<file path="src/mte_pkg.sv">
// Shared types and constants for the mutex table engine.
package mte_pkg;

  localparam int ENTRIES = 32;
  localparam int IDX_W   = (ENTRIES > 1) ? $clog2(ENTRIES) : 1;

  localparam logic [1:0] CMD_ALLOC  = 2'd0;
  localparam logic [1:0] CMD_FREE   = 2'd1;
  localparam logic [1:0] CMD_LOCK   = 2'd2;
  localparam logic [1:0] CMD_UNLOCK = 2'd3;

  localparam logic [1:0] ST_OK   = 2'd0;
  localparam logic [1:0] ST_FAIL = 2'd1;
  localparam logic [1:0] ST_BUSY = 2'd2;

  typedef struct packed {
    logic [1:0]  cmd;
    logic [15:0] mutex_ident;
    logic [7:0]  requester;
  } mte_in_t;

  typedef struct packed {
    logic [1:0]  status;
    logic [15:0] new_ident;
  } mte_out_t;

  // One table entry as seen by the sequencer.
  typedef struct packed {
    logic        used;
    logic        locked;
    logic [15:0] ident;
    logic [7:0]  owner;
  } mte_entry_t;

  // Write request into the table.
  typedef struct packed {
    logic       en;
    mte_entry_t data;
  } mte_wr_t;

endpackage

</file>
<file path="src/mte_table.sv">
// Mutex entry storage: one indexed read and one write at the same index.
module mte_table (
  input  logic                    clk,
  input  logic                    rst,
  input  logic [mte_pkg::IDX_W-1:0] idx,
  input  mte_pkg::mte_wr_t        wr,
  output mte_pkg::mte_entry_t     rd
);
  import mte_pkg::*;

  logic        used   [ENTRIES];
  logic        locked [ENTRIES];
  logic [15:0] ident  [ENTRIES];
  logic [7:0]  owner  [ENTRIES];

  always_ff @(posedge clk) begin
    if (rst) begin
      for (int i = 0; i < ENTRIES; i++) begin
        used[i] <= 1'b0;
      end
    end else if (wr.en) begin
      used[idx] <= wr.data.used;
    end
  end

  always_ff @(posedge clk) begin
    if (wr.en) begin
      locked[idx] <= wr.data.locked;
      ident[idx]  <= wr.data.ident;
      owner[idx]  <= wr.data.owner;
    end
  end

  // An unused entry always reads as all zero, which is the cleared state.
  always_comb begin
    rd.used   = used[idx];
    rd.locked = used[idx] ? locked[idx] : 1'b0;
    rd.ident  = used[idx] ? ident[idx]  : 16'd0;
    rd.owner  = used[idx] ? owner[idx]  : 8'd0;
  end

endmodule

</file>
<file path="src/mutex_table_engine.sv">
// Mutex table engine: allocate, free, lock and unlock over a scanned entry table.
//
// Each command is one request transfer and gives one response transfer. The
// engine scans the table one entry per cycle through a single compare unit,
// stopping at the first match (first unused entry for allocate, first entry
// with a matching identifier otherwise), then updates the entry in an execute
// state that waits until the output register can take the response. The
// request side stalls while a command is in progress; a finished response
// waits in an output register. The table is empty after reset and the
// identifier counter starts at 1.
module mutex_table_engine (
  input  logic              clk,
  input  logic              rst,
  input  logic              req_valid,
  output logic              req_stall,
  input  mte_pkg::mte_in_t  req,
  output logic              rsp_valid,
  input  logic              rsp_stall,
  output mte_pkg::mte_out_t rsp
);
  import mte_pkg::*;

  localparam logic [1:0] S_IDLE = 2'd0;
  localparam logic [1:0] S_SCAN = 2'd1;
  localparam logic [1:0] S_EXEC = 2'd2;

  logic [1:0]       state;
  logic [IDX_W-1:0] idx;
  logic             hit;
  mte_in_t          cur;
  logic [15:0]      next_ident;
  logic [15:0]      next_ident_next;
  mte_entry_t       ent;
  mte_wr_t          wr;
  logic             match;
  logic             last;
  logic             slot_free;
  mte_out_t         res;

  mte_table u_table (
    .clk (clk),
    .rst (rst),
    .idx (idx),
    .wr  (wr),
    .rd  (ent)
  );

  assign req_stall = (state != S_IDLE);
  assign slot_free = !rsp_valid || !rsp_stall;
  assign last      = (idx == IDX_W'(ENTRIES - 1));

  // The shared compare: unused for allocate, identifier match otherwise.
  assign match = (cur.cmd == CMD_ALLOC) ? !ent.used : (ent.ident == cur.mutex_ident);

  assign next_ident_next = (next_ident == 16'hFFFF) ? 16'd1 : next_ident + 16'd1;

  always_comb begin
    wr         = '0;
    res.status = ST_FAIL;
    res.new_ident = 16'd0;
    if (state == S_EXEC && hit) begin
      case (cur.cmd)
        CMD_ALLOC: begin
          wr.en         = 1'b1;
          wr.data.used  = 1'b1;
          wr.data.ident = next_ident;
          res.status    = ST_OK;
          res.new_ident = next_ident;
        end
        CMD_FREE: begin
          if (ent.used && !ent.locked && ent.owner == 8'd0) begin
            wr.en      = 1'b1;
            res.status = ST_OK;
          end
        end
        CMD_LOCK: begin
          if (ent.used) begin
            if (ent.locked) begin
              res.status = ST_BUSY;
            end else begin
              wr.en          = 1'b1;
              wr.data        = ent;
              wr.data.locked = 1'b1;
              wr.data.owner  = cur.requester;
              res.status     = ST_OK;
            end
          end
        end
        CMD_UNLOCK: begin
          if (ent.used && ent.locked && ent.owner == cur.requester) begin
            wr.en          = 1'b1;
            wr.data        = ent;
            wr.data.locked = 1'b0;
            wr.data.owner  = 8'd0;
            res.status     = ST_OK;
          end
        end
        default: begin
          res.status = ST_FAIL;
        end
      endcase
    end
    // The update happens only in the cycle the response is loaded.
    if (!slot_free) begin
      wr.en = 1'b0;
    end
  end

  always_ff @(posedge clk) begin
    if (rst) begin
      state      <= S_IDLE;
      idx        <= '0;
      hit        <= 1'b0;
      next_ident <= 16'd1;
      rsp_valid  <= 1'b0;
    end else begin
      if (state == S_EXEC && slot_free) begin
        rsp_valid <= 1'b1;
      end else if (!rsp_stall) begin
        rsp_valid <= 1'b0;
      end
      case (state)
        S_IDLE: begin
          if (req_valid) begin
            idx   <= '0;
            state <= S_SCAN;
          end
        end
        S_SCAN: begin
          if (match || last) begin
            hit   <= match;
            state <= S_EXEC;
          end else begin
            idx <= idx + IDX_W'(1);
          end
        end
        S_EXEC: begin
          if (slot_free) begin
            state <= S_IDLE;
            if (hit && cur.cmd == CMD_ALLOC) begin
              next_ident <= next_ident_next;
            end
          end
        end
        default: begin
          state <= S_IDLE;
        end
      endcase
    end
  end

  always_ff @(posedge clk) begin
    if (state == S_IDLE && req_valid) begin
      cur <= req;
    end
    if (state == S_EXEC && slot_free) begin
      rsp <= res;
    end
  end

  a_ident_nonzero: assert property (@(posedge clk) disable iff (rst)
    next_ident != 16'd0)
    else $error("identifier counter reached zero");

  a_accept_starts_scan: assert property (@(posedge clk) disable iff (rst)
    (req_valid && !req_stall) |=> (state == S_SCAN && idx == '0))
    else $error("accepted transfer did not start a scan at entry zero");

  a_status_code: assert property (@(posedge clk) disable iff (rst)
    rsp_valid |-> (rsp.status == ST_OK || rsp.status == ST_FAIL || rsp.status == ST_BUSY))
    else $error("response carries an undefined status");

  a_ident_only_on_ok: assert property (@(posedge clk) disable iff (rst)
    (rsp_valid && rsp.new_ident != 16'd0) |-> (rsp.status == ST_OK))
    else $error("identifier returned without success");

endmodule

</file>
<file path="config.mk">
export PLATFORM = sky130hd
export DESIGN_NAME = mutex_table_engine
export DESIGN_NICKNAME = d
export VERILOG_FILES = /design/src/mte_pkg.sv /design/src/mte_table.sv /design/src/mutex_table_engine.sv
export SDC_FILE = /design/constraint.sdc
export NUM_CORES = 1
export LEC_CHECK = 0
export ABC_AREA = 1
export BUFFER_PORTS_ARGS = -buffer_cell sky130_fd_sc_hd__buf_4
export CAP_MARGIN = 20
export CORE_ASPECT_RATIO = 0.8
export CORE_UTILIZATION = 55
export DETAILED_ROUTE_END_ITERATION = 7
export PLACE_DENSITY = 0.81
export SLEW_MARGIN = 20
export SYNTH_ARGS = -nofsm -noshare
export SYNTH_HDL_FRONTEND = slang
export SYNTH_SLANG_ARGS = --single-unit
</file>
<file path="constraint.sdc">
create_clock -name clk -period 6.1 [get_ports clk]
set_input_delay 0.61 -clock clk [delete_from_list [all_inputs] [get_ports clk]]
set_output_delay 0.61 -clock clk [all_outputs]
set_load 0.1 [all_outputs]
</file>
==> results.md <==
* Pwr dens at 319 mW/mm2
* Setup bufs post-CTS at 0
* Max Buffers Root-to-Sink at 3
* Die width at 295 um
* WL/cell at 22.7 um
* CTS Hold Bufs at 0
* Layout cells sized above 1 at 0.0782
* Post-route total power at 13.3 mW
* Post_cts resized at 0
* Core Util, Final at 0.616
* Final worst slack at 1.07 ns
* Worst Hold Class: in -> reg
* Worst Setup Start Kind: flip-flop
* Max-slew headroom at 0.214
* Ys Warns at 0
* Vias in the first global route at 25400
* Critical path type: reg -> reg
* P&R area growth vs syn at 10.2%
* Slew Limit Fails at 0
* Post-synth EDFFs at 876
* Status: finished, final reports clean
* Post-synth top flop: edfxtp_1
* Mean Syn Cell Area at 11.1 um2
* Top post-synthesis cells by count: edfxtp_1 (876), nand2_1 (699), nor2_1 (595), nand3_1 (308), o21ai_0 (269)
* Clock root cell: clkbuf_16
* Mapped Cells at 3399
* # IOs at 50
* Post-layout min period at 5.03 ns
* Syn Nets at 3435
* Post-synthesis sequential area ratio at 0.710
* Via count at 26800
* Hold Fails Final Rpt at 0
* Initial antenna violation count at 0
* Async SR Flop Fraction at 0
* DRT Pass-1 Iters at 6
* DRC errors left at 0
* Clock slew seen by the registers of the worst setup and hold paths at 0.07 ns
* Leak Pwr at 16.9 nW
* Area leader, netlist: edfxtp_1
* Clk sinks at 906
* Total GRT Usage at 0.284
* Synth top area share at 0.694
* Worst vdd ir at 0.293 mV
* ANT cells at 0
* Nets at 3450
* First-pass GRT wire length at 150000 um
* HPWL Detailed at 54900 um
* CP max-delay cell: inv_8
* # setup viols final at 0
* Routed Antenna Nets at 0
* Placeable Area at 0.0677 mm2
* Number of fill cells in the layout at 4962
* Grt total ovfl at 0
* Final wirelength at 99500 um
* IO buf count at 49
* Slowest stage delay, CP at 0.65 ns
* Cell count after placement at 4243
* Max-cap violations at 0
* Non-filler cells, final at 4390
* Crit path cell chain: inv_8 > buf_4 > buf_4 > nand2_1 > nand2_1 > nand2_1 > nand3_1 > nand3_1 > nand2_1 > nand2_1 > nand2_1 > nand2_1 > nand2_1 > nand2_1 > nor2_1 > nand2_1 > nor2_1 > nand3_1 > nand4_1 > nand2_1 > inv_2 > nor2_1 > nor2_1
* Dpl cell area at 0.0392 mm2
* Setup WS pre-CTS at 1.32 ns
* CP most frequent cell: nand2_1
* Synth unique cells at 29
* Critical Path AT at 5.57 ns
* RSZ-0062 raised after global routing: false
* Setup_tns at 0 ns
* Chip height at 237 um
* Most numerous cell in the Yosys netlist: edfxtp_1
* Synthesized flop and latch total at 906
* Most area-consuming cells after synthesis: edfxtp_1 (69%), nand2_1 (6.9%), nor2_1 (5.9%)
* DR iter-0 viols at 4460
* WHS at 0.144 ns
* Final Cycle Share at 0.824
* Area of the multi-input gates at 0.00935 mm2
* Final instance area at 0.0418 mm2
* Routability-driven placement congestion ratio at 0.919
* Clock latency on the worst-skew pair at 0.64 ns
* CTS buffer count at 82
* Rows at 85
* Largest net degree at the start of global routing at 184
* Total die area at 0.0699 mm2
* Least-Margin Pin Slew at 1.18 ns
* Max frequency at 199 MHz
* Cell Area, Synth at 0.0379 mm2
* Final Skew at 0.0219 ns
* Initial Utilization at 0.559
* CP required at 6.65 ns
* Register area at 0.0269 mm2
* Critical path peak fanout at 159
* CTS tree: yes
* Vias per Instance at 6.10
* Crit end category: flip-flop
* Clock H-tree levels at 3
-- state kept, by name, summed over array words and instances, names as in the netlist, named ones only --
register,count
u_table.ident,512
u_table.owner,256
u_table.locked,32
u_table.used,32
cur,26
rsp,18
next_ident,16
idx,5
state,2
hit,1
rsp_valid,1
-- path summary, 6_finish.rpt --
kind / from / to / slack, ns / depth (start not counted)
worst max-delay path: flip-flop / flip-flop / 1.07 / 23
worst min-delay path: req[17] / cur[17]$_DFFE_PP_ / 0.14 / 1
worst max register to register: flip-flop / flip-flop / 1.07 / 23
worst min register to register: hit$_SDFFE_PP0P_ / hit$_SDFFE_PP0P_ / 0.48 / 2
-- worst max-delay path: cells and delay by family (launching register included) --
family                 cells  cell delay [ns]
flip-flops                 1             0.47
buffers and inverters      4             1.91
AND/OR/NAND/NOR           19             2.39
-- report_power, final --
group,internal (mW),switching [mW],total [mW]
sequential,6.75,0.0584,6.81
clock,2.77,2.24,5.01
combinational,0.393,1.09,1.49
-- layer usage --
layer | vias to the layer above | wire length (um) | global-route usage | part of all wire
li1 | 11800 | - | - | -
met1 | 12600 | 36500 | 0.397 | 0.37
met2 | 2067 | 45100 | 0.433 | 0.45
met3 | 303 | 13500 | 0.0611 | 0.14
met4 | 0 | 4410 | 0.122 | 0.044
met5 | - | 0 | 0 | 0
-- placed cells by master (no fill, tap or decap), types with 2 or more instances in the layout --
cell type	n
a211oi_1	3
a21oi_1	18
a21oi_2	4
a22oi_1	12
buf_12	4
buf_4	129
bufinv_16	3
clkbuf_1	16
clkbuf_16	87
clkbuf_8	4
clkinv_1	17
clkinv_2	17
dfxtp_1	26
dfxtp_4	3
edfxtp_1	876
ha_1	6
inv_1	188
inv_2	5
inv_4	2
inv_8	2
nand2_1	698
nand3_1	308
nand3b_1	4
nand4_1	34
nor2_1	589
nor2_2	3
nor2_4	3
nor3_1	17
o211ai_1	76
o21ai_0	269
o21ai_1	20
o221ai_1	21
o31ai_1	2
xor2_1	3
-- cells by family after synthesis --
group | synth area share
xor+xnor | 0.000925
fa+ha+maj | 0.00198
compound gates | 0.0645
buf+inv | 0.0445
flops | 0.710
simple gates | 0.178
-- area by class of cell --
class | instances | share of cell area
multi-input cells | 2095 | 0.224
repair buffers | 133 | 0.0251
flip-flops and latches | 906 | 0.645
clock buffers | 107 | 0.0549
well taps | 913 | 0.0274
clock inverters | 40 | 0.00638
inverters | 196 | 0.0179
(Power assumes the default switching activity.)
